### config.mk
export PLATFORM = sky130hd
export DESIGN_NAME = async_usart_registers
export DESIGN_NICKNAME = d
export VERILOG_FILES = /design/src/sv/usart_pkg.sv /design/src/sv/usart_core.sv /design/src/sv/usart_rsp_queue.sv /design/src/sv/async_usart_registers.sv
export SDC_FILE = /design/constraint.sdc
export NUM_CORES = 1
export LEC_CHECK = 0
export CAP_MARGIN = 10
export CORE_MARGIN = 10
export CORE_UTILIZATION = 57
export DETAILED_ROUTE_END_ITERATION = 6
export DONT_BUFFER_PORTS = 1
export PLACE_DENSITY_LB_ADDON = 0.3
export SYNTH_ARGS = -nofsm -noshare
export SYNTH_HDL_FRONTEND = slang
export SYNTH_SLANG_ARGS = --single-unit
### constraint.sdc
create_clock -name clock -period 6.5 [get_ports clock]
set_clock_uncertainty 0.1 [all_clocks]
set_input_delay 0.325 -clock clock [delete_from_list [all_inputs] [get_ports clock]]
set_output_delay 0.325 -clock clock [all_outputs]
set_load 0.02 [all_outputs]
### src/sv/usart_pkg.sv
`default_nettype none

package usart_pkg;

   // Default width of the bit period register
   localparam int PERIOD_BITS_DEF = 24;

   // Transmit busy countdown
   localparam int TX_COUNT_BITS = 28;
   localparam logic [TX_COUNT_BITS-1:0] TX_COUNT_MAX = {TX_COUNT_BITS{1'b1}};

   // Stream widths
   localparam int REQ_DATA_W = 24;
   localparam int REQ_USER_W = 4;
   localparam int RSP_DATA_W = 32;
   localparam int RSP_USER_W = 1;

   // Request action codes (5..7 do nothing)
   localparam logic [2:0] ACT_TICK        = 3'd0;
   localparam logic [2:0] ACT_READ_STATUS = 3'd1;
   localparam logic [2:0] ACT_READ_DATA   = 3'd2;
   localparam logic [2:0] ACT_WRITE_DATA  = 3'd3;
   localparam logic [2:0] ACT_WRITE_CTRL  = 3'd4;

   // Configuration register indexes
   localparam logic CSR_BIT_PERIOD  = 1'b0;
   localparam logic CSR_DSR_FOLLOWS = 1'b1;

   // Command word bit positions
   localparam int CMD_DTR    = 1;
   localparam int CMD_RX_EN  = 2;
   localparam int CMD_BREAK  = 3;
   localparam int CMD_RTS    = 5;
   localparam int CMD_IRESET = 6;

   // Status byte bit positions
   localparam int STAT_TXRDY   = 0;
   localparam int STAT_RXRDY   = 1;
   localparam int STAT_TXEMPTY = 2;
   localparam int STAT_DSR     = 7;

   // Mode word after reset
   localparam logic [7:0] MODE_RESET = 8'h4E;

   // Parity codes
   localparam logic [1:0] PARITY_NONE = 2'd0;
   localparam logic [1:0] PARITY_ODD  = 2'd1;
   localparam logic [1:0] PARITY_EVEN = 2'd2;

   typedef struct packed {
      logic [2:0] action;
      logic [7:0] write_value;
      logic       line_byte_valid;
      logic [7:0] line_byte;
      logic       far_end_writable;
   } req_item_type;

   typedef struct packed {
      logic [7:0] read_value;
      logic       line_byte_taken;
      logic       tx_valid;
      logic [7:0] tx_byte;
      logic       rts_asserted;
      logic       dtr_asserted;
      logic       send_break;
      logic [3:0] data_bits;
      logic [1:0] parity_mode;
      logic [1:0] stop_bits;
   } rsp_item_type;

   function automatic logic [3:0] mode_data_bits(input logic [7:0] mode);
      mode_data_bits = 4'd5 + {2'b00, mode[3:2]};
   endfunction

   function automatic logic [1:0] mode_parity(input logic [7:0] mode);
      if (!mode[4]) begin
         mode_parity = PARITY_NONE;
      end else if (mode[5]) begin
         mode_parity = PARITY_EVEN;
      end else begin
         mode_parity = PARITY_ODD;
      end
   endfunction

   // 1.5 stop bits counts as 2
   function automatic logic [1:0] mode_stop_bits(input logic [7:0] mode);
      mode_stop_bits = mode[7] ? 2'd2 : 2'd1;
   endfunction

   // start + data + parity + stop, at most 12
   function automatic logic [3:0] bits_per_char(input logic [7:0] mode);
      logic par;
      par = (mode_parity(mode) != PARITY_NONE);
      bits_per_char = 4'd1 + mode_data_bits(mode) + {3'b000, par}
                      + {2'b00, mode_stop_bits(mode)};
   endfunction

   // mask of the data bits of a character
   function automatic logic [7:0] data_mask(input logic [7:0] mode);
      unique case (mode[3:2])
         2'd0:    data_mask = 8'h1F;
         2'd1:    data_mask = 8'h3F;
         2'd2:    data_mask = 8'h7F;
         default: data_mask = 8'hFF;
      endcase
   endfunction

endpackage

`default_nettype wire

### src/sv/usart_core.sv
`default_nettype none

module usart_core
   import usart_pkg::*;
#(
   parameter int PERIOD_BITS = PERIOD_BITS_DEF
) (
   input  wire logic                   clock,
   input  wire logic                   reset,
   // configuration writes
   input  wire logic                   csr_we,
   input  wire logic                   csr_index,
   input  wire logic [PERIOD_BITS-1:0] csr_data,
   // one request per asserted step
   input  wire logic                   step_fire,
   input  wire req_item_type           step_req,
   output      rsp_item_type           step_rsp
);

   localparam int PROD_W = (PERIOD_BITS + 4 > TX_COUNT_BITS) ? PERIOD_BITS + 4 : TX_COUNT_BITS;

   // configuration
   logic [PERIOD_BITS-1:0] bit_period_ff;
   logic                   dsr_follows_ff;

   // USART state
   logic                     expect_mode_ff, expect_mode_in;
   logic [7:0]               mode_word_ff, mode_word_in;
   logic [7:0]               command_word_ff, command_word_in;
   logic [7:0]               rx_holding_ff, rx_holding_in;
   logic                     rx_ready_ff, rx_ready_in;
   logic [7:0]               rx_shift_ff, rx_shift_in;
   logic                     rx_active_ff, rx_active_in;
   logic [PERIOD_BITS-1:0]   rx_bit_phase_ff, rx_bit_phase_in;
   logic [3:0]               rx_bit_index_ff, rx_bit_index_in;
   logic [TX_COUNT_BITS-1:0] tx_busy_count_ff, tx_busy_count_in;

   logic                     period_zero;
   logic [3:0]               nd_cur;
   logic [3:0]               idx_m1;
   logic                     data_xor;
   logic                     dsr_bit;
   logic [7:0]               status_byte;
   logic [PROD_W-1:0]        tx_product;
   logic [TX_COUNT_BITS-1:0] tx_load;
   logic [PERIOD_BITS:0]     phase_sum;
   logic [7:0]               read_value;
   logic                     line_taken;
   logic                     tx_valid;
   logic [7:0]               tx_byte;

   assign period_zero = (bit_period_ff == '0);
   assign nd_cur      = mode_data_bits(mode_word_ff);
   assign idx_m1      = rx_bit_index_ff - 4'd1;
   assign data_xor    = ^(rx_shift_ff & data_mask(mode_word_ff));

   // Status bit 7: inverted receive waveform of the frame in flight
   always_comb begin
      priority if (!dsr_follows_ff || !rx_active_ff || period_zero) begin
         dsr_bit = 1'b0;
      end else if (rx_bit_index_ff == 4'd0) begin
         dsr_bit = 1'b1;
      end else if (rx_bit_index_ff <= nd_cur) begin
         dsr_bit = ~rx_shift_ff[idx_m1[2:0]];
      end else if ((mode_parity(mode_word_ff) != PARITY_NONE)
                   && (rx_bit_index_ff == nd_cur + 4'd1)) begin
         // inverted parity bit: even parity sends the data xor
         dsr_bit = (mode_parity(mode_word_ff) == PARITY_EVEN) ? ~data_xor : data_xor;
      end else begin
         dsr_bit = 1'b0;
      end
   end

   always_comb begin
      status_byte               = 8'h00;
      status_byte[STAT_TXRDY]   = (tx_busy_count_ff == '0) && step_req.far_end_writable;
      status_byte[STAT_RXRDY]   = rx_ready_ff;
      status_byte[STAT_TXEMPTY] = (tx_busy_count_ff == '0);
      status_byte[STAT_DSR]     = dsr_bit;
   end

   // Transmit busy time: one frame of bit periods, saturating
   assign tx_product = PROD_W'(bit_period_ff) * PROD_W'(bits_per_char(mode_word_ff));
   assign tx_load    = (tx_product > PROD_W'(TX_COUNT_MAX)) ? TX_COUNT_MAX
                                                            : tx_product[TX_COUNT_BITS-1:0];

   assign phase_sum = {1'b0, rx_bit_phase_ff} + {{PERIOD_BITS{1'b0}}, 1'b1};

   // Action, then receiver poll
   always_comb begin
      expect_mode_in   = expect_mode_ff;
      mode_word_in     = mode_word_ff;
      command_word_in  = command_word_ff;
      rx_holding_in    = rx_holding_ff;
      rx_ready_in      = rx_ready_ff;
      rx_shift_in      = rx_shift_ff;
      rx_active_in     = rx_active_ff;
      rx_bit_phase_in  = rx_bit_phase_ff;
      rx_bit_index_in  = rx_bit_index_ff;
      tx_busy_count_in = tx_busy_count_ff;
      read_value       = 8'h00;
      line_taken       = 1'b0;
      tx_valid         = 1'b0;
      tx_byte          = 8'h00;

      unique case (step_req.action)
         ACT_TICK: begin
            if (tx_busy_count_ff != '0) begin
               tx_busy_count_in = tx_busy_count_ff - {{(TX_COUNT_BITS-1){1'b0}}, 1'b1};
            end
            if (rx_active_ff && !period_zero) begin
               if (phase_sum >= {1'b0, bit_period_ff}) begin
                  rx_bit_phase_in = '0;
                  if (rx_bit_index_ff != 4'd15) begin
                     rx_bit_index_in = rx_bit_index_ff + 4'd1;
                  end
               end else begin
                  rx_bit_phase_in = phase_sum[PERIOD_BITS-1:0];
               end
            end
         end
         ACT_READ_STATUS: begin
            read_value = status_byte;
         end
         ACT_READ_DATA: begin
            rx_ready_in = 1'b0;
            read_value  = rx_holding_ff;
         end
         ACT_WRITE_DATA: begin
            tx_valid         = 1'b1;
            tx_byte          = step_req.write_value;
            tx_busy_count_in = tx_load;
         end
         ACT_WRITE_CTRL: begin
            if (expect_mode_ff) begin
               mode_word_in   = step_req.write_value;
               expect_mode_in = 1'b0;
            end else begin
               command_word_in = step_req.write_value;
               if (step_req.write_value[CMD_IRESET]) begin
                  expect_mode_in = 1'b1;
               end
            end
         end
         default: begin
         end
      endcase

      // frame complete
      if (rx_active_in && (period_zero || (rx_bit_index_in >= bits_per_char(mode_word_in))))
      begin
         rx_holding_in = rx_shift_in;
         rx_ready_in   = 1'b1;
         rx_active_in  = 1'b0;
      end
      // start a new frame from the line
      if (!rx_active_in && !rx_ready_in && command_word_in[CMD_RX_EN]
          && step_req.line_byte_valid) begin
         rx_shift_in     = step_req.line_byte;
         rx_bit_phase_in = '0;
         rx_bit_index_in = 4'd0;
         rx_active_in    = 1'b1;
         line_taken      = 1'b1;
      end
   end

   always_comb begin
      step_rsp.read_value      = read_value;
      step_rsp.line_byte_taken = line_taken;
      step_rsp.tx_valid        = tx_valid;
      step_rsp.tx_byte         = tx_byte;
      step_rsp.rts_asserted    = command_word_in[CMD_RTS];
      step_rsp.dtr_asserted    = command_word_in[CMD_DTR];
      step_rsp.send_break      = command_word_in[CMD_BREAK];
      step_rsp.data_bits       = mode_data_bits(mode_word_in);
      step_rsp.parity_mode     = mode_parity(mode_word_in);
      step_rsp.stop_bits       = mode_stop_bits(mode_word_in);
   end

   // Configuration registers
   always_ff @(posedge clock) begin
      if (reset) begin
         bit_period_ff  <= '0;
         dsr_follows_ff <= 1'b0;
      end else if (csr_we) begin
         unique case (csr_index)
            CSR_BIT_PERIOD:  bit_period_ff  <= csr_data;
            CSR_DSR_FOLLOWS: dsr_follows_ff <= csr_data[0];
            default: begin
            end
         endcase
      end
   end

   // State registers
   always_ff @(posedge clock) begin
      if (reset) begin
         expect_mode_ff   <= 1'b1;
         mode_word_ff     <= MODE_RESET;
         command_word_ff  <= 8'h00;
         rx_holding_ff    <= 8'h00;
         rx_ready_ff      <= 1'b0;
         rx_shift_ff      <= 8'h00;
         rx_active_ff     <= 1'b0;
         rx_bit_phase_ff  <= '0;
         rx_bit_index_ff  <= 4'd0;
         tx_busy_count_ff <= '0;
      end else if (step_fire) begin
         expect_mode_ff   <= expect_mode_in;
         mode_word_ff     <= mode_word_in;
         command_word_ff  <= command_word_in;
         rx_holding_ff    <= rx_holding_in;
         rx_ready_ff      <= rx_ready_in;
         rx_shift_ff      <= rx_shift_in;
         rx_active_ff     <= rx_active_in;
         rx_bit_phase_ff  <= rx_bit_phase_in;
         rx_bit_index_ff  <= rx_bit_index_in;
         tx_busy_count_ff <= tx_busy_count_in;
      end
   end

endmodule

`default_nettype wire

### src/sv/usart_rsp_queue.sv
`default_nettype none

module usart_rsp_queue
   import usart_pkg::*;
(
   input  wire logic         clock,
   input  wire logic         reset,
   input  wire logic         push,
   input  wire rsp_item_type push_item,
   output      logic         full,
   output      logic         head_valid,
   output      rsp_item_type head_item,
   input  wire logic         pop_ready
);

   logic         head_valid_ff, head_valid_in;
   logic         skid_valid_ff, skid_valid_in;
   rsp_item_type head_ff, head_in;
   rsp_item_type skid_ff, skid_in;
   logic         pop;

   assign pop        = head_valid_ff && pop_ready;
   assign full       = skid_valid_ff;
   assign head_valid = head_valid_ff;
   assign head_item  = head_ff;

   // Two-entry queue: head drives the port, skid catches one more
   always_comb begin
      head_valid_in = head_valid_ff;
      skid_valid_in = skid_valid_ff;
      head_in       = head_ff;
      skid_in       = skid_ff;
      if (pop) begin
         if (skid_valid_ff) begin
            head_in = skid_ff;
            if (push) begin
               skid_in = push_item;
            end else begin
               skid_valid_in = 1'b0;
            end
         end else if (push) begin
            head_in = push_item;
         end else begin
            head_valid_in = 1'b0;
         end
      end else if (push) begin
         if (!head_valid_ff) begin
            head_in       = push_item;
            head_valid_in = 1'b1;
         end else begin
            skid_in       = push_item;
            skid_valid_in = 1'b1;
         end
      end
   end

   always_ff @(posedge clock) begin
      if (reset) begin
         head_valid_ff <= 1'b0;
         skid_valid_ff <= 1'b0;
      end else begin
         head_valid_ff <= head_valid_in;
         skid_valid_ff <= skid_valid_in;
      end
   end

   always_ff @(posedge clock) begin
      head_ff <= head_in;
      skid_ff <= skid_in;
   end

endmodule

`default_nettype wire

### src/sv/async_usart_registers.sv
// Channel | Handshake             | Payload
// --------+-----------------------+------------------------------------------
// req     | req_tvalid/req_tready | tuser: action, line_byte_valid
//         |                       | tdata: write_value, line_byte, far_end_writable
// rsp     | rsp_tvalid/rsp_tready | tuser: tx_valid; tdata: read_value .. stop_bits
// csr     | csr_valid/csr_ready   | csr_index, csr_data (bit_period, dsr_follows_rxd)
//
// One request per cycle while req_tready is high; a response reaches rsp after its
// request has passed the input register and the single-pass update into the queue.
// Synchronous reset returns the USART to waiting for a mode word, mode 0x4E.
// A two-entry response queue absorbs rsp stalls; req_tready drops only while the
// input register and both queue entries are occupied. csr writes are never stalled.
`default_nettype none

module async_usart_registers
   import usart_pkg::*;
#(
   parameter int PERIOD_BITS = PERIOD_BITS_DEF
) (
   input  wire logic                   clock,
   input  wire logic                   reset,
   // request channel
   input  wire logic                   req_tvalid,
   output      logic                   req_tready,
   // [7:0] write_value, [15:8] line_byte, [16] far_end_writable
   input  wire logic [REQ_DATA_W-1:0]  req_tdata,
   // [2:0] action, [3] line_byte_valid
   input  wire logic [REQ_USER_W-1:0]  req_tuser,
   // response channel
   output      logic                   rsp_tvalid,
   input  wire logic                   rsp_tready,
   // [7:0] read_value, [8] line_byte_taken, [16:9] tx_byte, [17] rts_asserted,
   // [18] dtr_asserted, [19] send_break, [23:20] data_bits, [25:24] parity_mode,
   // [27:26] stop_bits
   output      logic [RSP_DATA_W-1:0]  rsp_tdata,
   // [0] tx_valid
   output      logic [RSP_USER_W-1:0]  rsp_tuser,
   // configuration write channel
   input  wire logic                   csr_valid,
   output      logic                   csr_ready,
   input  wire logic                   csr_index,
   input  wire logic [PERIOD_BITS-1:0] csr_data
);

   logic                  in_valid_ff, in_valid_in;
   logic [REQ_DATA_W-1:0] in_data_ff;
   logic [REQ_USER_W-1:0] in_user_ff;
   req_item_type          step_req;
   rsp_item_type          step_rsp;
   rsp_item_type          head_item;
   logic                  q_full;
   logic                  step_fire;
   logic                  req_fire;

   assign csr_ready  = 1'b1;
   assign step_fire  = in_valid_ff && !q_full;
   assign req_tready = !in_valid_ff || !q_full;
   assign req_fire   = req_tvalid && req_tready;

   // Input register
   always_comb begin
      in_valid_in = in_valid_ff;
      if (req_fire) begin
         in_valid_in = 1'b1;
      end else if (step_fire) begin
         in_valid_in = 1'b0;
      end
   end

   always_ff @(posedge clock) begin
      if (reset) begin
         in_valid_ff <= 1'b0;
      end else begin
         in_valid_ff <= in_valid_in;
      end
   end

   always_ff @(posedge clock) begin
      if (req_fire) begin
         in_data_ff <= req_tdata;
         in_user_ff <= req_tuser;
      end
   end

   // Unpack the registered request
   always_comb begin
      step_req.action           = in_user_ff[2:0];
      step_req.line_byte_valid  = in_user_ff[3];
      step_req.write_value      = in_data_ff[7:0];
      step_req.line_byte        = in_data_ff[15:8];
      step_req.far_end_writable = in_data_ff[16];
   end

   usart_core #(
      .PERIOD_BITS(PERIOD_BITS)
   ) u_core (
      .clock     (clock),
      .reset     (reset),
      .csr_we    (csr_valid),
      .csr_index (csr_index),
      .csr_data  (csr_data),
      .step_fire (step_fire),
      .step_req  (step_req),
      .step_rsp  (step_rsp)
   );

   usart_rsp_queue u_rsp_queue (
      .clock      (clock),
      .reset      (reset),
      .push       (step_fire),
      .push_item  (step_rsp),
      .full       (q_full),
      .head_valid (rsp_tvalid),
      .head_item  (head_item),
      .pop_ready  (rsp_tready)
   );

   // Pack the response
   always_comb begin
      rsp_tdata        = '0;
      rsp_tdata[7:0]   = head_item.read_value;
      rsp_tdata[8]     = head_item.line_byte_taken;
      rsp_tdata[16:9]  = head_item.tx_byte;
      rsp_tdata[17]    = head_item.rts_asserted;
      rsp_tdata[18]    = head_item.dtr_asserted;
      rsp_tdata[19]    = head_item.send_break;
      rsp_tdata[23:20] = head_item.data_bits;
      rsp_tdata[25:24] = head_item.parity_mode;
      rsp_tdata[27:26] = head_item.stop_bits;
      rsp_tuser[0]     = head_item.tx_valid;
   end

   // Backpressure only comes from a queue that is holding responses
   assert property (@(posedge clock) disable iff (reset) !req_tready |-> rsp_tvalid)
      else $error("req stalled with an empty response queue");

   // No transmitted byte leaks out without tx_valid
   assert property (@(posedge clock) disable iff (reset)
      (rsp_tvalid && !rsp_tuser[0]) |-> (rsp_tdata[16:9] == 8'h00))
      else $error("tx_byte nonzero without tx_valid");

   // Decoded mode fields stay in range
   assert property (@(posedge clock) disable iff (reset)
      rsp_tvalid |-> ((rsp_tdata[23:20] >= 4'd5) && (rsp_tdata[23:20] <= 4'd8)
                      && (rsp_tdata[25:24] != 2'd3) && (rsp_tdata[27:26] != 2'd0)))
      else $error("mode fields out of range");

   // A data write never returns read data
   assert property (@(posedge clock) disable iff (reset)
      (rsp_tvalid && rsp_tuser[0]) |-> (rsp_tdata[7:0] == 8'h00))
      else $error("read_value nonzero on a data write");

endmodule

`default_nettype wire

==> results of run 1 <==
## repair_timing
| item | 4_1_cts | 5_1_grt |
|---|---|---|
| hold endpoints to repair | 115 | 0 |
| setup endpoints to repair | 0 | 3 |
| resized for setup | 0 | 6 |
| hold buffers | 55 | 0 |
## kinds of logic after synthesis
| kind of cell | after synthesis | share of synthesized area [%] |
|---|---|---|
| xor+xnor | 58 | 3.99 |
| compound gates | 304 | 14.9 |
| mux | 42 | 3.68 |
| simple gates | 511 | 19.3 |
| buf+inv | 209 | 6.50 |
| flops | 191 | 36.2 |
| other cells | 2 | 0.0589 |
| fa+ha+maj | 128 | 15.4 |
## flip-flops by register name, summed over array words and instances, names as in the netlist, 8 cells and up
| register | count |
|---|---|
| u_core.rx_shift_ff | 8 |
| u_core.tx_busy_count_ff | 28 |
| in_data_ff | 17 |
| u_rsp_queue.skid_ff | 29 |
| u_core.rx_holding_ff | 8 |
| u_core.bit_period_ff | 24 |
| u_rsp_queue.head_item | 29 |
| u_core.rx_bit_phase_ff | 24 |
## worst register-to-register path, cell delays in order, from the launching register on
cell      delay [ps]
dfxtp_1          400
inv_1            100
ha_1             320
xor2_1           210
inv_1             70
ha_1             270
nor2b_1          130
o21ai_1           80
xor2_1           190
buf_12           170
nand2b_1         180
fa_1             550
inv_1             60
fa_1             520
fa_1             500
a211oi_1         230
nor2_1           120
o41ai_2          390
a31oi_2          180
a22oi_2          230
o31a_1           220
mux2_2           360
a221oi_1         250
nor3_1            80
## path summary, 6_finish.rpt
check,startpoint,end,slack (ps)
worst min register to register,u_core.tx_busy_count_ff[6],u_core.tx_busy_count_ff[6],380
worst max-delay path,u_core.mode_word_ff[3],u_core.tx_busy_count_ff[24],460
worst min-delay path,reset,u_core.rx_bit_phase_ff[4],70
worst max register to register,u_core.mode_word_ff[3],u_core.tx_busy_count_ff[24],460
## per-layer routing
layer  vias up  global-route usage, %  wire length, µm
li1       4994                      -                -
met1      4862                   28.4            14000
met2       293                   33.0            14100
met3        36                   3.20             1530
met4         0                   6.12              493
met5         -                      0                0
## placed cells by master, fill, tap and decap left out, drive strengths merged, types with 21 or more instances in the layout
cell type	instances
fa	48
nand2	154
xor2	24
nor3	27
ha	80
dfxtp	112
mux2i	21
xnor2	34
edfxtp	79
a21oi	118
inv	152
nand3	28
o21ai	61
nor2	145
and2	39
dlygate4sd3	54
nand2b	42
## metrics by stage
stage                     setup slack, ps  hold slack [ps]  util, %
final                                 460             65.8     64.8
after detailed placement              375              313     59.2
after global routing                 70.8             72.7     64.8
after floorplan                       465              324        -
after global placement                513              311     59.2
after CTS                             322             52.9     64.7
## report_power, final
part | total (mW) | internal, mW | switching, mW
Clock | 1.14 | 0.548 | 0.591
Combinational | 0.687 | 0.269 | 0.417
Sequential | 1.34 | 1.29 | 0.0490
Total | 3.16 | 2.11 | 1.06
## cell type report
type                            count  area [µm²]
Sequential cell                   191        4620
Antenna cell                        2        5.00
Timing Repair Buffer               73         716
Inverter                          140         526
Tap cell                          280         350
Clock buffer                       17         425
Fill cell                        1776        7690
Multi-Input combinational cell   1048        7340
Clock inverter                     15         218
==> run summary, run 1 <==
Outcome -> complete, no violations
Sequential area share after synthesis -> 36.2%
CTS Sinks -> 191
Final Max Slew Viols -> 0
Worst setup EP type -> flop
Worst EP arrival -> 6250 ps
Iter 0 DRT Violations -> 884
Fmax -> 166 MHz
Final Wtd Congestion -> 0.879
Critical Path RT -> 6710 ps
Clk root buf -> clkbuf_16
HP Class -> in -> reg
Dpl cell area -> 13000 µm²
Syn-to-layout area delta -> 11.4%
Final WL -> 30100 µm
Pre-antenna DRT Iters -> 5
Global-route wire length before repair -> 49300 µm
Synth area leader -> edfxtp_1
Worst-case reg-to-reg path depth -> 23
CTS max path bufs -> 2
Fin area -> 14200 µm²
Top cell type's share of synthesized area -> 18.6%
Clk_lat worst skew -> 450 ps
CP max-delay cell -> fa_1
Initial antenna violation count -> 2
Period minus WS final -> 6040 ps
Syn. warnings -> 0
PortBufs -> 0
Setup TNS -> 0 ps
WS Path Type -> reg -> reg
Post-route clock period utilization -> 92.9%
Vias in the first global route -> 9783
Post-synth EDFFs -> 79
Core Region -> 21900 µm²
Cells after synthesis -> 1445
Die footprint -> 28700 µm²
DRC Markers -> 0
CTS tree -> done
Slew HR -> 28.9%
Non-filler cells, final -> 1766
Largest delay contributor family on the critical path -> adder cells
Die Wd -> 170 µm
Row Count -> 54
Count of final hold-check violations -> 0
Pwr dens -> 223 nW/µm²
Overall Power -> 3.16 mW
Hpwl dp -> 21400 µm
Average cell area after synthesis -> 8.82 µm²
Num CTS Buffers -> 17
Leak -> 5.79 nW
Number of stages on the worst setup path -> 23
Worst hold stages -> 2
Setup violators final -> 0
Layout cells sized above 1 -> 6.87%
Top Ports -> 94
Starting Density -> 58.2%
Worst-path clk slew -> 90 ps
Routed vias -> 10200
Startpoint types -> flop
Total global-route track usage -> 20.7%
Via-per-instance ratio -> 5.77
Synth cell count leaders -> nand2_1 (154), nor2_1 (142), inv_1 (140)
Unrepaired setup endpoints after global routing -> no
Post-Syn Area -> 12700 µm²
Post-CTS Setup Inserts -> 0
Max Cap Viol -> 0
Ys async rst share -> 0%
Overflow after GRT -> 0
Ranking of synthesized cells by area -> edfxtp_1 (19%), dfxtp_1 (18%), ha_1 (7.9%), fa_1 (7.5%), a21oi_1 (4.6%)
Prevailing post-synth register cell -> dfxtp_1
Worst-margin pin slew -> 1070 ps
Largest net degree at the start of global routing -> 97
Most instantiated library cell after synthesis -> nand2_1
Maximum VDD drop -> 0.169 mV
Unique cell type count in the Yosys netlist -> 71
Placed cell count -> 1677
Number of H-tree levels -> 4
Critical path peak fanout -> 24
Fin nets -> 1657
Number of nets with antenna violations after routing -> 0
Die H -> 170 µm
CP Cell Sequence -> inv_1, ha_1, xor2_1, inv_1, ha_1, nor2b_1, o21ai_1, xor2_1, buf_12, nand2b_1, fa_1, inv_1, fa_1, fa_1, a211oi_1, nor2_1, o41ai_2, a31oi_2, a22oi_2, o31a_1, mux2_2, a221oi_1, nor3_1
Wire per inst -> 17.0 µm
Synth Register Bits -> 191
Max incr delay on CP -> 550 ps
Buf/Inv on CP -> 4
Power figures use the tool's default switching activity.
==> run 2, diff against run 1 <==
Settings changed: CORE_ASPECT_RATIO set to 1.75.
==> run summary, run 2 (synthesis results as in run 1) <==
Maximum VDD drop -> 0.181 mV (was 0.169 mV)
Die H -> 218 µm (was 170 µm)
Pwr dens -> 217 nW/µm² (was 223 nW/µm²)
CTS Sinks -> 191 (unchanged)
Critical path peak fanout -> 8 (was 24)
Largest net degree at the start of global routing -> 98 (was 97)
Via-per-instance ratio -> 5.71 (was 5.77)
Top Ports -> 94 (unchanged)
Worst-case reg-to-reg path depth -> 23 (unchanged)
Die footprint -> 29000 µm² (was 28700 µm²)
Non-filler cells, final -> 1785 (was 1766)
Fillers -> 1832 (was 1776)
Total global-route track usage -> 21.5% (was 20.7%)
Iter 0 DRT Violations -> 451 (was 884)
HP Class -> in -> reg (unchanged)
Global-route wire length before repair -> 50500 µm (was 49300 µm)
Buf/Inv on CP -> 4 (unchanged)
Number of nets with antenna violations after routing -> 0 (unchanged)
CTS tree -> done (unchanged)
Max incr delay on CP -> 540 ps (was 550 ps)
Core Region -> 22100 µm² (was 21900 µm²)
Row Count -> 72 (was 54)
WS Path Type -> reg -> reg (unchanged)
Worst-path clk slew -> 80 ps (was 90 ps)
Unrepaired setup endpoints after global routing -> no (unchanged)
Slew HR -> 27.8% (was 28.9%)
Seq pwr share -> 43.3% (was 42.3%)
CP max-delay cell -> fa_1 (unchanged)
Final setup margin -> 344 ps (was 460 ps)
Final core utilization -> 64.3% (was 64.8%)
Routed vias -> 10200 (about the same)
Initial antenna violation count -> 0 (was 2)
Startpoint types -> flop (unchanged)
Count of final hold-check violations -> 0 (unchanged)
Outcome -> complete, no violations (unchanged)
Leak -> 5.80 nW (was 5.79 nW)
Number of H-tree levels -> 4 (unchanged)
Most frequent cells in the layout -> nand2_1 (154), nor2_1 (142), inv_1 (140) (was nand2_1 (154), nor2_1 (142), inv_1 (139))
Commonest non-fill, non-tap cell in the layout -> nand2_1 (unchanged)
Largest delay contributor family on the critical path -> adder cells (unchanged)
Fmax -> 162 MHz (was 166 MHz)
Starting Density -> 57.7% (was 58.2%)
Worst-margin pin slew -> 1080 ps (was 1070 ps)
Placed cell count -> 1703 (was 1677)
Number of stages on the worst setup path -> 23 (unchanged)
Critical Path RT -> 6740 ps (was 6710 ps)
Switch share -> 32.5% (was 33.4%)
Post-CTS Setup Inserts -> 0 (unchanged)
Place WS -> 361 ps (was 375 ps)
Fin nets -> 1662 (was 1657)
Hpwl dp -> 23000 µm (was 21400 µm)
N_diodes -> 0 (was 2)
Net Sw Power -> 1.00 mW (was 1.06 mW)
Vias in the first global route -> 10200 (was 9783)
Clk root buf -> clkbuf_16 (unchanged)
FF+latch area -> 4610 µm² (was 4620 µm²)
DRC Markers -> 0 (unchanged)
Final Max Slew Viols -> 0 (unchanged)
Clock share of power -> 34.4% (was 36.0%)
Layout cells sized above 1 -> 7.52% (was 6.87%)
Multi-input gate area -> 7350 µm² (was 7340 µm²)
Overflow after GRT -> 0 (unchanged)
Worst setup EP type -> flop (unchanged)
Pre-antenna DRT Iters -> 5 (unchanged)
Setup TNS -> 0 ps (unchanged)
Period minus WS final -> 6160 ps (was 6040 ps)
Combinational cell fraction of total power -> 22.2% (was 21.7%)
Num CTS Buffers -> 17 (unchanged)
Post-route clock period utilization -> 94.7% (was 92.9%)
PortBufs -> 0 (unchanged)
CP Cell Sequence -> inv_1, ha_1, xor2_1, inv_1, ha_1, nor2b_1, o21ai_0, xor2_1, buf_4, nand2b_1, fa_1, inv_1, fa_1, fa_1, a211oi_2, nor2_1, o41ai_2, a31oi_2, a22oi_2, o31a_1, mux2_2, a221oi_1, nor3_1 (was inv_1, ha_1, xor2_1, inv_1, ha_1, nor2b_1, o21ai_1, xor2_1, buf_12, nand2b_1, fa_1, inv_1, fa_1, fa_1, a211oi_1, nor2_1, o41ai_2, a31oi_2, a22oi_2, o31a_1, mux2_2, a221oi_1, nor3_1)
Setup violators final -> 0 (unchanged)
Clk_lat worst skew -> 470 ps (was 450 ps)
Max Cap Viol -> 0 (unchanged)
Die Wd -> 133 µm (was 170 µm)
CTS max path bufs -> 2 (unchanged)
Syn-to-layout area delta -> 11.4% (about the same)
Internal power -> 2.08 mW (was 2.11 mW)
Final WL -> 31000 µm (was 30100 µm)
Final Wtd Congestion -> 0.949 (was 0.879)
Worst hold stages -> 3 (was 2)
Worst EP arrival -> 6390 ps (was 6250 ps)
Wire per inst -> 17.3 µm (was 17.0 µm)
[run 2: timing repair]
item,in CTS,in global routing
hold endpoints to repair,116,0
resized for setup,0,5
setup endpoints to repair,0,11
hold buffers,50,0
[run 2: power by group through the flow]
stage	sequential (mW)	combinational, mW	clock, mW
floorplan	1.35	0.497	0
global placement	1.36	0.621	0
detailed placement	1.36	0.639	0
CTS	1.33	0.679	1.08
global route	1.34	0.767	1.13
finish	1.33	0.685	1.06
[run 2: metrics by stage]
step           power, mW  hold slack, ps  instance area [µm²]
5_1_grt             3.23            52.9                14200
6_report            3.08            36.1                14200
2_1_floorplan       1.85             324                12800
3_5_place_dp        2.00             308                13000
4_1_cts             3.09            16.6                14200
3_3_place_gp        1.98             307                13000
[run 2: final cells by class]
class / count / area share (%)
multi-input combinational: 1048 / 51.8
tap: 296 / 2.61
clock inverter: 14 / 1.19
inverter: 140 / 3.70
clock buffer: 18 / 3.09
sequential: 191 / 32.5
timing repair buffer: 78 / 5.13
[run 2: worst min-delay path, stage by stage]
cell and delay [ps]:
nor3_1 30, a21oi_1 130, o31ai_1 70
[run 2: final timing paths]
check                                           startpoint                          end  slack [ps]
worst max register to register      u_core.mode_word_ff[2]  u_core.tx_busy_count_ff[24]         340
worst min-delay path                                 reset    u_core.rx_bit_index_ff[1]          40
worst max-delay path                u_core.mode_word_ff[2]  u_core.tx_busy_count_ff[24]         340
worst min register to register  u_core.tx_busy_count_ff[6]   u_core.tx_busy_count_ff[6]         390
[run 2: metal layers]
layer | share of wire [%] | global-route usage [%] | vias to the layer above
met5 | 0 | 0 | -
met4 | 6.2 | 14.7 | 0
met3 | 3.7 | 4.08 | 87
met2 | 54 | 40.3 | 248
met1 | 36 | 20.8 | 4853
li1 | - | - | 5002
==> run 3, diff against run 2 <==
Settings changed: PLACE_DENSITY set to 0.75, PLACE_DENSITY_LB_ADDON 0.3 to unset.
==> run summary, run 3 (synthesis results as in run 1) <==
Post-route clock period utilization -> 94.3% (was 94.7%)
Starting Density -> 57.7% (unchanged)
Place WS -> 311 ps (was 361 ps)
Final setup margin -> 369 ps (was 344 ps)
CP Cell Sequence -> inv_1, ha_1, xor2_2, inv_1, ha_1, nor2b_1, o21ai_0, xor2_1, buf_4, nand2b_1, fa_1, inv_1, fa_1, fa_1, a211oi_1, nor2_1, o41ai_2, a31oi_2, a22oi_2, o31a_1, mux2_2, a221oi_1, nor3_1 (was inv_1, ha_1, xor2_1, inv_1, ha_1, nor2b_1, o21ai_0, xor2_1, buf_4, nand2b_1, fa_1, inv_1, fa_1, fa_1, a211oi_2, nor2_1, o41ai_2, a31oi_2, a22oi_2, o31a_1, mux2_2, a221oi_1, nor3_1)
Period minus WS final -> 6130 ps (was 6160 ps)
Final Max Slew Viols -> 0 (unchanged)
CTS max path bufs -> 2 (unchanged)
Top Ports -> 94 (unchanged)
Clock share of power -> 33.9% (was 34.4%)
Die Wd -> 133 µm (unchanged)
Worst setup EP type -> flop (unchanged)
Maximum VDD drop -> 0.208 mV (was 0.181 mV)
Vias in the first global route -> 10400 (was 10200)
Core Region -> 22100 µm² (unchanged)
Total global-route track usage -> 21.7% (was 21.5%)
Setup violators final -> 0 (unchanged)
Clk_lat worst skew -> 470 ps (about the same)
Initial antenna violation count -> 0 (unchanged)
Buf/Inv on CP -> 4 (unchanged)
Pwr dens -> 215 nW/µm² (was 217 nW/µm²)
Non-filler cells, final -> 1784 (was 1785)
Syn-to-layout area delta -> 11.1% (was 11.4%)
Commonest non-fill, non-tap cell in the layout -> nand2_1 (unchanged)
Placed cell count -> 1701 (was 1703)
HP Class -> in -> reg (unchanged)
Die footprint -> 29000 µm² (unchanged)
Hold slack -> 38.7 ps (was 36.1 ps)
Global-route wire length before repair -> 50900 µm (was 50500 µm)
Num CTS Buffers -> 17 (unchanged)
Grt met2 use -> 40.3% (about the same)
Largest net degree at the start of global routing -> 98 (unchanged)
Critical path peak fanout -> 5 (was 8)
CTS tree -> done (unchanged)
Switch share -> 32.4% (was 32.5%)
Via-per-instance ratio -> 5.75 (was 5.71)
Number of H-tree levels -> 4 (unchanged)
Overflow after GRT -> 0 (unchanged)
Max Cap Viol -> 0 (unchanged)
Worst-path clk slew -> 80 ps (about the same)
Final core utilization -> 64.2% (was 64.3%)
Largest delay contributor family on the critical path -> adder cells (unchanged)
Met3 global-route usage -> 4.06% (was 4.08%)
Slew HR -> 28.4% (was 27.8%)
Fin area -> 14200 µm² (about the same)
Max incr delay on CP -> 540 ps (about the same)
Unrepaired setup endpoints after global routing -> no (unchanged)
Fmax -> 163 MHz (was 162 MHz)
Hpwl dp -> 23300 µm (was 23000 µm)
Layout cells sized above 1 -> 7.59% (was 7.52%)
Reg-to-reg slack, setup -> 370 ps (was 340 ps)
Combinational cell fraction of total power -> 22.2% (about the same)
Row Count -> 72 (unchanged)
PortBufs -> 0 (unchanged)
Count of final hold-check violations -> 0 (unchanged)
Routed vias -> 10300 (was 10200)
N_diodes -> 0 (unchanged)
Busiest grt layer -> met2 (unchanged)
Iter 0 DRT Violations -> 489 (was 451)
Critical Path RT -> 6730 ps (was 6740 ps)
Dpl cell area -> 13000 µm² (about the same)
Outcome -> complete, no violations (unchanged)
CTS Sinks -> 191 (unchanged)
Fin nets -> 1661 (was 1662)
Seq pwr share -> 43.9% (was 43.3%)
WS Path Type -> reg -> reg (unchanged)
Die H -> 218 µm (unchanged)
Number of nets with antenna violations after routing -> 0 (unchanged)
Clk root buf -> clkbuf_16 (unchanged)
Worst-margin pin slew -> 1070 ps (was 1080 ps)
Setup TNS -> 0 ps (unchanged)
CP max-delay cell -> fa_1 (unchanged)
Internal power -> 2.06 mW (was 2.08 mW)
M1 GR Usage -> 21.2% (was 20.8%)
Wire per inst -> 17.3 µm (about the same)
Worst EP arrival -> 6370 ps (was 6390 ps)
DRC Markers -> 0 (unchanged)
Final Wtd Congestion -> 0.959 (was 0.949)
Overall Power -> 3.04 mW (was 3.08 mW)
Net Sw Power -> 985 µW (was 1.00 mW)
Final WL -> 30800 µm (was 31000 µm)
Pre-antenna DRT Iters -> 5 (unchanged)
Most frequent cells in the layout -> nand2_1 (154), nor2_1 (142), inv_1 (140) (unchanged)
Leak -> 5.80 nW (about the same)
Startpoint types -> flop (unchanged)
[run 3: repair_timing]
action                                  CTS  global route
buffers inserted                          0             1
hold buffers                             50             0
endpoints found under the setup margin    0            12
hold endpoints to repair                116             0
resized for setup                         0             7
[run 3: power groups by stage]
stage / Combinational, mW / Sequential, mW / Clock, mW
3_3_place_gp: 0.619 / 1.36 / 0
4_1_cts: 0.675 / 1.34 / 1.04
5_1_grt: 0.766 / 1.34 / 1.10
3_5_place_dp: 0.634 / 1.36 / 0
2_1_floorplan: 0.497 / 1.35 / 0
6_report: 0.677 / 1.34 / 1.03
[run 3: routing by layer]
layer | vias to the layer above | wire, µm
met5 | - | 0
met4 | 0 | 1960
met3 | 90 | 1260
met2 | 285 | 16500
met1 | 4870 | 11100
li1 | 5006 | -
[run 3: final cells by class]
cell class | count | area [µm²]
clock inverters | 15 | 150
well taps | 296 | 370
repair buffers | 77 | 721
fillers | 1776 | 7910
flip-flops and latches | 191 | 4620
multi-input cells | 1048 | 7350
clock buffers | 17 | 425
inverters | 140 | 526
[run 3: path summary, 6_finish.rpt]
kind,to,startpoint,depth (start not counted)
min,u_core.rx_bit_index_ff[0],reset,3
max,u_core.tx_busy_count_ff[24],u_core.mode_word_ff[3],23
min reg2reg,u_core.tx_busy_count_ff[6],u_core.tx_busy_count_ff[6],2
max reg2reg,u_core.tx_busy_count_ff[24],u_core.mode_word_ff[3],23
[run 3: worst register-to-register path: stages, from the launching register on]
cell and delay [ps]:
dfxtp_1 390, inv_1 100, ha_1 330, xor2_2 230, inv_1 70, ha_1 260, nor2b_1 120, o21ai_0 180
xor2_1 110, buf_4 180, nand2b_1 170, fa_1 540, inv_1 60, fa_1 530, fa_1 490, a211oi_1 220
nor2_1 120, o41ai_2 410, a31oi_2 200, a22oi_2 250, o31a_1 250, mux2_2 360, a221oi_1 240, nor3_1 80
